### src/rtl/glyph_bitmap_expander_macros.svh
// ----------------------------------------------------------------------------
// Glyph bitmap expander assertion macros
// Shared concurrent assertion forms, clocked on aclk, disabled in reset.
// ----------------------------------------------------------------------------
`ifndef GLYPH_BITMAP_EXPANDER_MACROS_SVH
`define GLYPH_BITMAP_EXPANDER_MACROS_SVH

// same-cycle implication
`define GBE_ASSERT_IMP(lbl, ante, cons, msg) \
    lbl: assert property (@(posedge aclk) disable iff (!aresetn) (ante) |-> (cons)) \
        else $error(msg);

// next-cycle implication
`define GBE_ASSERT_NXT(lbl, ante, cons, msg) \
    lbl: assert property (@(posedge aclk) disable iff (!aresetn) (ante) |=> (cons)) \
        else $error(msg);

`endif

### src/rtl/gbe_pkg.sv
// ----------------------------------------------------------------------------
// Glyph bitmap expander package
// Sizes, register codes, queue entry type and side clamping.
// ----------------------------------------------------------------------------
package gbe_pkg;

    localparam int MAX_GLYPH_SIDE = 64;
    localparam int ROW_W          = $clog2(MAX_GLYPH_SIDE);
    localparam int MAX_BPR        = (MAX_GLYPH_SIDE + 7) / 8;
    localparam int COL_W          = (MAX_BPR > 1) ? $clog2(MAX_BPR) : 1;

    localparam int BYTE_W     = 8;
    localparam int ORG_W      = 10;
    localparam int SIDE_CFG_W = 7;
    localparam int XY_W       = 11;
    localparam int VAL_W      = 16;

    localparam int CFG_IDX_W  = 3;
    localparam int CFG_DATA_W = 16;

    localparam int TDATA_W = ((2 * XY_W + VAL_W + 7) / 8) * 8;

    localparam int QDEPTH = 4;
    localparam int QPTR_W = $clog2(QDEPTH);

    localparam logic [VAL_W-1:0] PEN_CLEAR = VAL_W'(2);

    typedef logic [ROW_W:0] side_t;
    typedef logic [COL_W:0] bpr_t;

    typedef enum logic [CFG_IDX_W-1:0] {
        REG_ORIGIN_X = 3'd0,
        REG_ORIGIN_Y = 3'd1,
        REG_GLYPH_W  = 3'd2,
        REG_GLYPH_H  = 3'd3,
        REG_PEN      = 3'd4
    } cfg_reg_e;

    typedef struct packed {
        logic [XY_W-1:0]   base_x;
        logic [XY_W-1:0]   pix_y;
        logic [BYTE_W-1:0] bits;
        logic [BYTE_W-1:0] mask;
        logic [VAL_W-1:0]  set_val;
        logic [VAL_W-1:0]  clr_val;
        logic              glyph_end;
    } job_t;

    function automatic side_t clamp_side(input logic [SIDE_CFG_W-1:0] v);
        side_t r;
        if (v == '0) begin
            r = side_t'(1);
        end else if (32'(v) > MAX_GLYPH_SIDE) begin
            r = side_t'(MAX_GLYPH_SIDE);
        end else begin
            r = side_t'(v);
        end
        return r;
    endfunction

endpackage

### src/rtl/gbe_front.sv
// ----------------------------------------------------------------------------
// Glyph bitmap expander front end
// Holds configuration, walks the glyph counters and classifies each byte.
// ----------------------------------------------------------------------------
module gbe_front (
    input  logic                            aclk,
    input  logic                            aresetn,
    input  logic                            cfg_valid,
    output logic                            cfg_ready,
    input  logic [gbe_pkg::CFG_IDX_W-1:0]   cfg_index,
    input  logic [gbe_pkg::CFG_DATA_W-1:0]  cfg_data,
    input  logic                            s_tvalid,
    output logic                            s_tready,
    input  logic [gbe_pkg::BYTE_W-1:0]      s_tdata,
    input  logic                            q_full,
    output logic                            job_valid,
    output gbe_pkg::job_t                   job
);
    import gbe_pkg::*;

    logic [ORG_W-1:0]      origin_x_reg, origin_x_next;
    logic [ORG_W-1:0]      origin_y_reg, origin_y_next;
    logic [SIDE_CFG_W-1:0] glyph_w_reg, glyph_w_next;
    logic [SIDE_CFG_W-1:0] glyph_h_reg, glyph_h_next;
    logic [VAL_W-1:0]      pen_reg, pen_next;
    logic [COL_W-1:0]      byte_reg, byte_next;
    logic [ROW_W-1:0]      row_reg, row_next;

    side_t            w_side, h_side;
    logic [ROW_W+1:0] w_round;
    bpr_t             bpr;
    logic [COL_W-1:0] byte_cur;
    logic [ROW_W-1:0] row_cur;
    bpr_t             byte_inc;
    side_t            row_inc;
    logic             end_row, end_glyph, accept, cfg_hit;

    assign cfg_ready = 1'b1;
    assign s_tready  = !q_full;
    assign accept    = s_tvalid && s_tready;

    assign w_side  = clamp_side(glyph_w_reg);
    assign h_side  = clamp_side(glyph_h_reg);
    assign w_round = {1'b0, w_side} + (ROW_W + 2)'(7);
    assign bpr     = bpr_t'(w_round >> 3);

    assign byte_cur  = ({1'b0, byte_reg} >= bpr) ? '0 : byte_reg;
    assign row_cur   = ({1'b0, row_reg} >= h_side) ? '0 : row_reg;
    assign byte_inc  = {1'b0, byte_cur} + bpr_t'(1);
    assign row_inc   = {1'b0, row_cur} + side_t'(1);
    assign end_row   = byte_inc >= bpr;
    assign end_glyph = end_row && (row_inc >= h_side);

    always_comb begin
        job.base_x    = XY_W'(origin_x_reg) + XY_W'({byte_cur, 3'b000});
        job.pix_y     = XY_W'(origin_y_reg) + XY_W'(row_cur);
        job.bits      = s_tdata;
        job.glyph_end = end_glyph;
        if (pen_reg < PEN_CLEAR) begin
            job.mask    = '1;
            job.set_val = pen_reg;
            job.clr_val = (pen_reg == '0) ? VAL_W'(1) : '0;
        end else if (pen_reg == PEN_CLEAR) begin
            job.mask    = s_tdata;
            job.set_val = '0;
            job.clr_val = '0;
        end else begin
            job.mask    = s_tdata;
            job.set_val = pen_reg;
            job.clr_val = pen_reg;
        end
    end

    // drop bytes that draw nothing
    assign job_valid = accept && (job.mask != '0);

    always_comb begin
        origin_x_next = origin_x_reg;
        origin_y_next = origin_y_reg;
        glyph_w_next  = glyph_w_reg;
        glyph_h_next  = glyph_h_reg;
        pen_next      = pen_reg;
        cfg_hit       = 1'b0;
        if (cfg_valid) begin
            case (cfg_reg_e'(cfg_index))
                REG_ORIGIN_X: begin
                    origin_x_next = cfg_data[ORG_W-1:0];
                    cfg_hit       = 1'b1;
                end
                REG_ORIGIN_Y: begin
                    origin_y_next = cfg_data[ORG_W-1:0];
                    cfg_hit       = 1'b1;
                end
                REG_GLYPH_W: begin
                    glyph_w_next = cfg_data[SIDE_CFG_W-1:0];
                    cfg_hit      = 1'b1;
                end
                REG_GLYPH_H: begin
                    glyph_h_next = cfg_data[SIDE_CFG_W-1:0];
                    cfg_hit      = 1'b1;
                end
                REG_PEN: begin
                    pen_next = cfg_data[VAL_W-1:0];
                    cfg_hit  = 1'b1;
                end
                default: begin
                    cfg_hit = 1'b0;
                end
            endcase
        end
    end

    always_comb begin
        byte_next = byte_reg;
        row_next  = row_reg;
        if (cfg_hit) begin
            byte_next = '0;
            row_next  = '0;
        end else if (accept) begin
            if (end_row) begin
                byte_next = '0;
                row_next  = (row_inc >= h_side) ? '0 : row_inc[ROW_W-1:0];
            end else begin
                byte_next = byte_inc[COL_W-1:0];
                row_next  = row_cur;
            end
        end
    end

    always_ff @(posedge aclk) begin
        if (!aresetn) begin
            origin_x_reg <= '0;
            origin_y_reg <= '0;
            glyph_w_reg  <= SIDE_CFG_W'(8);
            glyph_h_reg  <= SIDE_CFG_W'(16);
            pen_reg      <= VAL_W'(1);
            byte_reg     <= '0;
            row_reg      <= '0;
        end else begin
            origin_x_reg <= origin_x_next;
            origin_y_reg <= origin_y_next;
            glyph_w_reg  <= glyph_w_next;
            glyph_h_reg  <= glyph_h_next;
            pen_reg      <= pen_next;
            byte_reg     <= byte_next;
            row_reg      <= row_next;
        end
    end

endmodule

### src/rtl/gbe_fifo.sv
// ----------------------------------------------------------------------------
// Glyph bitmap expander job queue
// Short flip-flop queue between the front end and the pixel sequencer.
// ----------------------------------------------------------------------------
module gbe_fifo (
    input  logic          aclk,
    input  logic          aresetn,
    input  logic          push,
    input  gbe_pkg::job_t push_job,
    input  logic          pop,
    output gbe_pkg::job_t head,
    output logic          full,
    output logic          empty
);
    import gbe_pkg::*;

    job_t              mem_reg [QDEPTH];
    logic [QPTR_W-1:0] wr_ptr_reg, wr_ptr_next;
    logic [QPTR_W-1:0] rd_ptr_reg, rd_ptr_next;
    logic [QPTR_W:0]   count_reg, count_next;
    logic              do_push, do_pop;

    assign full    = count_reg == (QPTR_W + 1)'(QDEPTH);
    assign empty   = count_reg == '0;
    assign head    = mem_reg[rd_ptr_reg];
    assign do_push = push && !full;
    assign do_pop  = pop && !empty;

    always_comb begin
        wr_ptr_next = do_push ? wr_ptr_reg + QPTR_W'(1) : wr_ptr_reg;
        rd_ptr_next = do_pop ? rd_ptr_reg + QPTR_W'(1) : rd_ptr_reg;
        count_next  = count_reg;
        if (do_push && !do_pop) begin
            count_next = count_reg + (QPTR_W + 1)'(1);
        end else if (do_pop && !do_push) begin
            count_next = count_reg - (QPTR_W + 1)'(1);
        end
    end

    always_ff @(posedge aclk) begin
        if (do_push) begin
            mem_reg[wr_ptr_reg] <= push_job;
        end
    end

    always_ff @(posedge aclk) begin
        if (!aresetn) begin
            wr_ptr_reg <= '0;
            rd_ptr_reg <= '0;
            count_reg  <= '0;
        end else begin
            wr_ptr_reg <= wr_ptr_next;
            rd_ptr_reg <= rd_ptr_next;
            count_reg  <= count_next;
        end
    end

endmodule

### src/rtl/gbe_back.sv
// ----------------------------------------------------------------------------
// Glyph bitmap expander pixel sequencer
// Walks queued bytes MSB first, one pixel beat per cycle while m_tready allows.
// ----------------------------------------------------------------------------
`include "glyph_bitmap_expander_macros.svh"

module gbe_back (
    input  logic                         aclk,
    input  logic                         aresetn,
    input  logic                         q_empty,
    input  gbe_pkg::job_t                head,
    output logic                         q_pop,
    output logic                         m_tvalid,
    input  logic                         m_tready,
    output logic [gbe_pkg::TDATA_W-1:0]  m_tdata,
    output logic                         m_tlast,
    output logic                         m_tuser
);
    import gbe_pkg::*;

    logic [BYTE_W-1:0]  done_reg, done_next;
    logic               m_tvalid_reg, m_tvalid_next;
    logic [TDATA_W-1:0] m_tdata_reg;
    logic               m_tlast_reg, m_tuser_reg;

    logic [BYTE_W-1:0] remaining, pick, rest;
    logic [2:0]        bit_pos, col;
    logic              last, load;
    logic [XY_W-1:0]   pix_x;
    logic [VAL_W-1:0]  pix_val;

    assign remaining = head.mask & ~done_reg;

    always_comb begin
        bit_pos = '0;
        for (int i = 0; i < BYTE_W; i++) begin
            if (remaining[i]) begin
                bit_pos = 3'(i);
            end
        end
    end

    assign pick    = BYTE_W'(1) << bit_pos;
    assign rest    = remaining & ~pick;
    assign last    = rest == '0;
    assign col     = ~bit_pos;
    assign pix_x   = head.base_x + XY_W'(col);
    assign pix_val = head.bits[bit_pos] ? head.set_val : head.clr_val;

    assign load  = !q_empty && (!m_tvalid_reg || m_tready);
    assign q_pop = load && last;

    always_comb begin
        done_next = done_reg;
        if (load) begin
            done_next = last ? '0 : (done_reg | pick);
        end
        m_tvalid_next = m_tvalid_reg;
        if (load) begin
            m_tvalid_next = 1'b1;
        end else if (m_tready) begin
            m_tvalid_next = 1'b0;
        end
    end

    always_ff @(posedge aclk) begin
        if (!aresetn) begin
            done_reg     <= '0;
            m_tvalid_reg <= 1'b0;
        end else begin
            done_reg     <= done_next;
            m_tvalid_reg <= m_tvalid_next;
        end
        if (load) begin
            m_tdata_reg <= TDATA_W'({pix_val, head.pix_y, pix_x});
            m_tlast_reg <= last;
            m_tuser_reg <= head.glyph_end;
        end
    end

    assign m_tvalid = m_tvalid_reg;
    assign m_tdata  = m_tdata_reg;
    assign m_tlast  = m_tlast_reg;
    assign m_tuser  = m_tuser_reg;

    `GBE_ASSERT_IMP(a_pop_nonempty, q_pop, !q_empty, "pop from empty job queue")
    `GBE_ASSERT_IMP(a_head_pending, !q_empty, remaining != '0, "queued byte has no pixel left")
    `GBE_ASSERT_IMP(a_idle_clean, q_empty, done_reg == '0, "stale pixel marks while idle")
    `GBE_ASSERT_NXT(a_pop_clears, q_pop, done_reg == '0, "pixel marks kept after pop")

endmodule

### src/rtl/glyph_bitmap_expander.sv
// ----------------------------------------------------------------------------
// Glyph bitmap expander
// Expands a 1-bit glyph bitmap, MSB first, into pixel write beats.
// ----------------------------------------------------------------------------
//  channel  dir  fields (tdata/tuser from bit 0 up)
//  cfg      in   cfg_index register code, cfg_data value
//  s_       in   tdata: glyph_byte
//  m_       out  tdata: pixel_x, pixel_y, pixel_value; tlast: last_of_byte;
//                tuser: glyph_done
//
// One byte is taken per cycle while the four-entry job queue has room.
// The pixel sequencer drives one beat per cycle while m_tready allows: eight
// beats per byte in opaque pen modes, one per set bit otherwise, none for an
// empty byte. m_tready low holds a pending beat in the output register, and
// the queue absorbs up to four bytes that draw before s_tready drops.
// ----------------------------------------------------------------------------
module glyph_bitmap_expander (
    input  logic                            aclk,
    input  logic                            aresetn,
    input  logic                            cfg_valid,
    output logic                            cfg_ready,
    input  logic [gbe_pkg::CFG_IDX_W-1:0]   cfg_index,
    input  logic [gbe_pkg::CFG_DATA_W-1:0]  cfg_data,
    input  logic                            s_tvalid,
    output logic                            s_tready,
    input  logic [gbe_pkg::BYTE_W-1:0]      s_tdata,   // [7:0] glyph_byte
    output logic                            m_tvalid,
    input  logic                            m_tready,
    output logic [gbe_pkg::TDATA_W-1:0]     m_tdata,   // pixel_x, pixel_y, pixel_value
    output logic                            m_tlast,
    output logic                            m_tuser    // glyph_done
);
    import gbe_pkg::*;

    job_t job, head;
    logic job_valid, q_full, q_empty, q_pop;

    gbe_front u_front (
        .aclk      (aclk),
        .aresetn   (aresetn),
        .cfg_valid (cfg_valid),
        .cfg_ready (cfg_ready),
        .cfg_index (cfg_index),
        .cfg_data  (cfg_data),
        .s_tvalid  (s_tvalid),
        .s_tready  (s_tready),
        .s_tdata   (s_tdata),
        .q_full    (q_full),
        .job_valid (job_valid),
        .job       (job)
    );

    gbe_fifo u_fifo (
        .aclk     (aclk),
        .aresetn  (aresetn),
        .push     (job_valid),
        .push_job (job),
        .pop      (q_pop),
        .head     (head),
        .full     (q_full),
        .empty    (q_empty)
    );

    gbe_back u_back (
        .aclk     (aclk),
        .aresetn  (aresetn),
        .q_empty  (q_empty),
        .head     (head),
        .q_pop    (q_pop),
        .m_tvalid (m_tvalid),
        .m_tready (m_tready),
        .m_tdata  (m_tdata),
        .m_tlast  (m_tlast),
        .m_tuser  (m_tuser)
    );

endmodule

### config.mk
export PLATFORM = sky130hd
export DESIGN_NAME = glyph_bitmap_expander
export DESIGN_NICKNAME = d
export VERILOG_FILES = /design/src/rtl/gbe_pkg.sv /design/src/rtl/gbe_front.sv /design/src/rtl/gbe_fifo.sv /design/src/rtl/gbe_back.sv /design/src/rtl/glyph_bitmap_expander.sv
export VERILOG_INCLUDE_DIRS = /design/src /design/src/rtl
export SDC_FILE = /design/constraint.sdc
export NUM_CORES = 1
export LEC_CHECK = 0
export ABC_AREA = 1
export BUFFER_PORTS_ARGS = -buffer_cell sky130_fd_sc_hd__buf_4
export CORE_AREA = 2 2 177 179
export CTS_CLUSTER_DIAMETER = 150
export DETAILED_ROUTE_END_ITERATION = 8
export DIE_AREA = 0 0 179 181
export PLACE_DENSITY = 0.74
export SYNTH_ARGS = -nofsm -noshare
export SYNTH_HDL_FRONTEND = slang
export SYNTH_SLANG_ARGS = --single-unit
### constraint.sdc
create_clock -name aclk -period 7.8 [get_ports aclk]
set_clock_uncertainty 0.1 [all_clocks]
set_input_delay 1.17 -clock aclk [delete_from_list [all_inputs] [get_ports aclk]]
set_output_delay 1.17 -clock aclk [all_outputs]
set_load 0.005 [all_outputs]
==> results of run 1 <==
-- power by group through the flow --
stage / registers, mW / logic (mW) / clock network [mW]
floorplan: 2.65 / 0.396 / 0
global placement: 2.64 / 0.640 / 0
detailed placement: 2.65 / 0.656 / 0
CTS: 2.60 / 0.658 / 2.12
global route: 2.62 / 0.722 / 2.20
finish: 2.60 / 0.652 / 2.09
-- logic make-up after synthesis --
group / Yosys count
AOI/OAI and AO/OA: 341
DFF: 401
and+or+nand+nor: 459
buffers and inverters: 202
other: 2
xor gates and xnor gates: 28
adders and majority gates: 43
-- path summary, 6_finish.rpt --
check                                          to  slack (ps)  cells after the start
setup / recovery  u_fifo.mem_reg[3][22]$_DFFE_PP_        3280                     10
setup reg to reg  u_fifo.mem_reg[3][22]$_DFFE_PP_        3280                     10
hold / removal    u_back.done_reg[4]$_SDFFE_PN0P_         360                      2
hold reg to reg   u_back.done_reg[4]$_SDFFE_PN0P_         360                      2
-- through the flow --
stage,hold WS [ps],setup WS [ps],total power [mW],cells
finish,358,3280,5.35,1940
global route,392,2950,5.54,1940
CTS,360,3310,5.38,1940
detailed placement,350,3330,3.30,1864
global placement,341,3420,3.28,1864
floorplan,332,2660,3.04,1477
-- final cells by class --
| cell class | instances | area (sq um) | share of cell area (%) |
|---|---|---|---|
| clock buffers | 56 | 1210 | 6.29 |
| flip-flops and latches | 401 | 11300 | 58.8 |
| multi-input cells | 874 | 4880 | 25.4 |
| repair buffers | 83 | 623 | 3.25 |
| clock inverters | 20 | 275 | 1.44 |
| well taps | 396 | 495 | 2.58 |
| inverters | 110 | 418 | 2.18 |
-- cell usage in the layout (no fill, tap or decap), drive strengths merged, types with 3 or more instances in the layout --
cell	instances
edfxtp	324
nand2	213
nor2	186
o21ai	170
inv	113
a21oi	86
buf	83
dfxtp	77
clkbuf	56
ha	39
o22ai	38
nand3	23
a32o	22
xor2	20
nand4	15
nor3	14
clkinv	9
xnor2	8
a31oi	7
bufinv	6
a32oi	4
fa	4
nor4	3
conb	3
nor3b	3
-- worst max-delay path, stage by stage (launching register included) --
cell and delay (ps):
sky130_fd_sc_hd__dfxtp_1 390, sky130_fd_sc_hd__inv_1 120, sky130_fd_sc_hd__nand3_1 90, sky130_fd_sc_hd__nor3_1 490
sky130_fd_sc_hd__nand3_1 500, sky130_fd_sc_hd__nand2_1 320, sky130_fd_sc_hd__nor4_1 90, sky130_fd_sc_hd__nand2_1 70
sky130_fd_sc_hd__nand2_1 280, sky130_fd_sc_hd__nor2_4 950, sky130_fd_sc_hd__buf_4 670
-- per-layer routing --
metal / vias to the layer above / share of wire [%] / track usage (%)
met1: 5402 / 43 / 31.5
met5: - / 0 / 0
li1: 5249 / - / -
met2: 378 / 49 / 37.0
met4: 0 / 1.8 / 5.82
met3: 56 / 6.5 / 3.03
==> results.yml, run 1 <==
status:
  outcome: "finished, final reports clean"
cts:
  insertion_delay_ps: 530
  ctsHoldBuffers: 0
  clkSlewWorstSetupHoldPaths_ps: 70
  cts_setup_buffers: 0
  tritoncts: "yes"
  clock_tree.root_cell: "sky130_fd_sc_hd__clkbuf_16"
  clockBufferDepth: 3
  cts_sinks: 401
  ctsHtreeMaxLevel: 2
  cts_made_buffers: 41
  cts_resized: 0
power:
  power_frac_comb_pct: 12.2
  p_int_mw: 4.06
  worst_ir_drop_vdd_uv: 180
  switching_share_pct: 24.0
  p_leak_nw: 7.22
  power_frac_clock_pct: 39.2
  powerDensity_mw_per_mm2: 279
  relative_contribution_of_sequential_cells_to_total_power_pct: 48.6
  power_switching_mw: 1.28
finish:
  post_route_cells_drive_above_1_share_pct: 14.6
  area_added_between_synthesis_and_finish_pct: 13.1
  largest_reg_flops: 284
  final_nets: 1586
  utilization_pct: 63.2
  design_area_sq_mm: 0.0192
  num-fill-cells: 2235
  insertedDiodeCount: 0
floorplan:
  die_area_sq_mm: 0.0324
  die_w_um: 179
  num_rows: 64
  floorplan.die.height_um: 181
  coreArea_sq_mm: 0.0303
  design.portCount: 77
  starting_density_of_the_core_pct: 55.9
synth:
  postSynthCellCount: 1476
  ys_seq_elements: 401
  post-synth-top-area-cell: "sky130_fd_sc_hd__edfxtp_1"
  ys_top_cells_by_area: "sky130_fd_sc_hd__edfxtp_1 57%, sky130_fd_sc_hd__dfxtp_1 9.1%, sky130_fd_sc_hd__o21ai_0 4.3%"
  synth_area_sq_mm: 0.0170
  synth_compound_area_share_pct: 11.9
  synth_seq_area_share_pct: 66.5
  netlist.area_leader.share_pct: 57.4
  synth_cell_types: 55
  mux_contribution_to_synthesized_area_pct: 0
  syn_area_cell_sq_um: 11.5
  post_synth_and_or_nand_nor_area_fraction_pct: 11.8
  yosysWarnings: 0
  post_synth_fa_ha_maj_area_fraction_pct: 3.35
  synth.cells.most_frequent: "324 x sky130_fd_sc_hd__edfxtp_1, 185 x sky130_fd_sc_hd__nand2_1, 181 x sky130_fd_sc_hd__nor2_1"
  synth_xor_area_share_pct: 1.45
  synth_enable_flop_cells: 324
  synth_top_flop_cell: "sky130_fd_sc_hd__edfxtp_1"
  dominant_combinational_cell_family_by_area_after_synthesis: "compound AO/OA/AOI/OAI gates"
  synth_async_reset_ratio_pct: 0
  synth.most_common_cell: "sky130_fd_sc_hd__edfxtp_1"
global_route:
  grt.overflow.total: 0
  number_of_antenna_violations_at_the_first_check_in_global_routing: 0
  maximum_number_of_pins_on_one_net_before_global_route_repair: 111
  grt_pass1_vias: 10800
  grt_pass1_wl_um: 57000
  gr-usage-all-layers_pct: 22.5
placement:
  place.detailed.hpwl_um: 21200
  placedInstanceArea_sq_mm: 0.0177
  gpl.final_weighted_congestion: 0.842
  port-buffer-count: 73
route:
  route.detailed.vias_per_inst: 5.71
  detail_route.wl_per_cell_um: 18.5
  postRouteWirelength_um: 35900
  vias: 11100
  remaining_drc_errors: 0
  first_pass_iters: 5
  drt_first_iter_violations: 1082
  drt.antenna.violating_nets: 0
sta:
  report.final.slew_viol_count: 0
  setup-violations-final: 0
  finalCritPeriodShare_pct: 57.9
  timing.setup.tns_ps: 0
  period_needed_ps: 4520
  grt_setup_unrepaired: "no"
  final_hold_viol_count: 0
  tightest_slew_margin_relative_to_the_limit_pct: 23.7
  timing_worst_slew_pin_value_ps: 1140
  max_freq_mhz: 221
setup_path:
  worst_setup_path_startpoint: "u_front.pen_reg[10]$_SDFFE_PN0P_"
  setup.worst_path.end_class: "flop"
  critical_path_class: "reg2reg"
  cp-start-kind: "flop"
  worst-endpoint-required_ps: 7850
  crit_path_max_fanout: 38
  worstPathArrival_ps: 4570
  critical_path.reg2reg.startpoint: "u_front.pen_reg[10]$_SDFFE_PN0P_"
run:
  max_cap_violation_count: 0
hold_path:
  worst_hold_path_type: "reg2reg"
  min_delay_src: "u_back.done_reg[4]$_SDFFE_PN0P_"
No activity file was read; power rests on OpenSTA's default activity.
==> run 2, diff against run 1 <==
CORE_AREA = 2 2 179 181   (was 2 2 177 179)
DIE_AREA = 0 0 181 183   (was 0 0 179 181)
PLACE_DENSITY = 0.76   (was 0.74)
clock period = 4.1 ns   (was 7.8 ns; I/O delays follow)
==> run 2 against run 1 <==
Against the previous run: global-route usage shrank 0.74 points; critical path depth increased by 10; sequential share of layout area decreased by 0.91 points; final cell count grew 1.5%; core utilization fell by 0.82 points; clock power increased by 78%; register-to-register slack worse by 3000 ps; worst setup slack got worse by 3000 ps; critical endpoint is now u_front.row_reg[2]$_SDFFE_PP0P_.
==> results.yml, run 2 (synthesis gave the netlist of run 1 again) <==
status:
  outcome: "finished, final reports clean"
setup_path:
  worstPathArrival_ps: 4210
  critical_path_class: "reg2reg"
  worst-endpoint-required_ps: 4450
  cp-start-kind: "flop"
  setup.worst_path.end_class: "flop"
  crit_path_max_fanout: 8
cts:
  ctsHtreeMaxLevel: 2
  tritoncts: "yes"
  clock_tree.root_cell: "sky130_fd_sc_hd__clkbuf_16"
  ctsHoldBuffers: 0
  clkSlewWorstSetupHoldPaths_ps: 60
  insertion_delay_ps: 560
  cts_sinks: 401
  clockBufferDepth: 3
  cts_made_buffers: 41
placement:
  pre_cts_ws_ps: -76.9
  place.detailed.hpwl_um: 22000
  dp_cells: 1891
  port-buffer-count: 73
  placedInstanceArea_sq_mm: 0.0180
  gpl.final_weighted_congestion: 0.910
power:
  p_leak_nw: 7.33
  switching_share_pct: 25.1
  power_frac_comb_pct: 13.4
  relative_contribution_of_sequential_cells_to_total_power_pct: 49.5
  worst_ir_drop_vdd_uv: 318
  power_frac_clock_pct: 37.1
  power_switching_mw: 2.51
  p_int_mw: 7.47
  powerDensity_mw_per_mm2: 513
finish:
  design_area_sq_mm: 0.0195
  layout_common_cells: "324 x sky130_fd_sc_hd__edfxtp_1, 184 x sky130_fd_sc_hd__nand2_1, 172 x sky130_fd_sc_hd__nor2_1"
  finish.cell_count_without_fillers: 1970
  largest_reg_flops: 284
  multi_input_comb_area_sq_mm: 0.00496
  post_route_cells_drive_above_1_share_pct: 16.4
  seqCellArea_sq_mm: 0.0113
  area_added_between_synthesis_and_finish_pct: 14.8
  num-fill-cells: 2368
  final_nets: 1610
  layout_commonest_cell: "sky130_fd_sc_hd__edfxtp_1"
  insertedDiodeCount: 0
route:
  first_pass_iters: 6
  vias: 11200
  detail_route.wl_per_cell_um: 18.4
  postRouteWirelength_um: 36200
  drt.antenna.violating_nets: 0
  drt_first_iter_violations: 1028
  route.detailed.vias_per_inst: 5.66
  remaining_drc_errors: 0
global_route:
  gr-usage-all-layers_pct: 21.7
  grt.overflow.total: 0
  grt_pass1_wl_um: 57200
  maximum_number_of_pins_on_one_net_before_global_route_repair: 109
  grt_pass1_vias: 11000
  number_of_antenna_violations_at_the_first_check_in_global_routing: 0
floorplan:
  design.portCount: 77
  die_area_sq_mm: 0.0331
  coreArea_sq_mm: 0.0312
  die_w_um: 181
  floorplan.die.height_um: 183
  starting_density_of_the_core_pct: 54.3
  num_rows: 65
sta:
  timing_worst_slew_pin_value_ps: 1160
  max_freq_mhz: 260
  setup_ws_ps: 247
  tightest_slew_margin_relative_to_the_limit_pct: 22.3
  final_hold_viol_count: 0
  period_needed_ps: 3850
  report.final.slew_viol_count: 0
  finalCritPeriodShare_pct: 94.0
  final.hold.worst_slack_ps: 181
  setup-violations-final: 0
hold_path:
  worst_hold_path_type: "in2reg"
run:
  max_cap_violation_count: 0
[run 2: changes by cell type in the layout (fill, tap and decap cells not counted), sizes merged]
| cell | previous run | this run |
|---|---|---|
| bufinv | 6 | 3 |
| clkbuf | 56 | 55 |
| clkinv | 9 | 14 |
| buf | 83 | 107 |
| inv | 113 | 112 |
[run 2: cell type report]
cell class | count | share of cell area, %
Sequential cell | 401 | 57.9
Timing Repair Buffer | 107 | 4.96
Clock buffer | 55 | 5.74
Clock inverter | 21 | 1.18
Tap cell | 402 | 2.58
Multi-Input combinational cell | 874 | 25.5
Inverter | 110 | 2.15
[run 2: through the flow]
stage / power [mW] / setup TNS, ps / utilization (%)
2_1_floorplan: 5.79 / -249600 / -
3_3_place_gp: 6.28 / 0 / 57.7
3_5_place_dp: 6.33 / -308 / 57.7
4_1_cts: 10.0 / 0 / 62.0
5_1_grt: 10.3 / -869 / 62.3
6_report: 9.98 / 0 / 62.3
[run 2: repair_timing]
| action | CTS | global route |
|---|---|---|
| setup endpoints to repair | 4 | 41 |
| setup buffers | 0 | 3 |
| pin swaps | 0 | 3 |
| gates resized for setup | 2 | 20 |
[run 2: routing by layer]
metal  global-route usage [%]  wire, um
met4                     6.54       713
met5                        0         0
met3                     3.16      2150
met1                     28.9     15400
met2                     37.3     17900
[run 2: path summary, 6_finish.rpt]
kind	cells after the start	slack (ps)	start	endpoint
max	20	250	u_front.glyph_h_reg[2]$_SDFFE_PN0P_	u_front.row_reg[2]$_SDFFE_PP0P_
min	1	180	s_tdata[3]	u_fifo.mem_reg[2][44]$_DFFE_PP_
max reg2reg	20	250	u_front.glyph_h_reg[2]$_SDFFE_PN0P_	u_front.row_reg[2]$_SDFFE_PP0P_
min reg2reg	2	360	u_back.done_reg[2]$_SDFFE_PN0P_	u_back.done_reg[2]$_SDFFE_PN0P_
[run 2: worst max-delay path, stage by stage, from the launching register on]
cell                        delay, ps
sky130_fd_sc_hd__dfxtp_1          320
sky130_fd_sc_hd__nor2_1           100
sky130_fd_sc_hd__nand4_1          120
sky130_fd_sc_hd__nand2_2          110
sky130_fd_sc_hd__nand2_1           90
sky130_fd_sc_hd__ha_1             340
sky130_fd_sc_hd__nand3_1          100
sky130_fd_sc_hd__nand3b_1          90
sky130_fd_sc_hd__nand2_1          110
sky130_fd_sc_hd__o221ai_4         180
sky130_fd_sc_hd__nor2_1           340
sky130_fd_sc_hd__nand3_1          180
sky130_fd_sc_hd__o21ai_0          340
sky130_fd_sc_hd__ha_1             330
sky130_fd_sc_hd__nand2_1          100
sky130_fd_sc_hd__inv_1             50
sky130_fd_sc_hd__nand4_1           90
sky130_fd_sc_hd__o2111ai_2        180
sky130_fd_sc_hd__nor2_2           200
sky130_fd_sc_hd__nand2_1           70
sky130_fd_sc_hd__a221oi_1         230
[run 2: power by group through the flow]
stage	Combinational (mW)	Sequential (mW)	Clock [mW]
detailed placement	1.30	5.03	0
floorplan	0.753	5.03	0
global route	1.47	4.97	3.91
finish	1.34	4.94	3.71
CTS	1.31	4.94	3.75
global placement	1.27	5.02	0
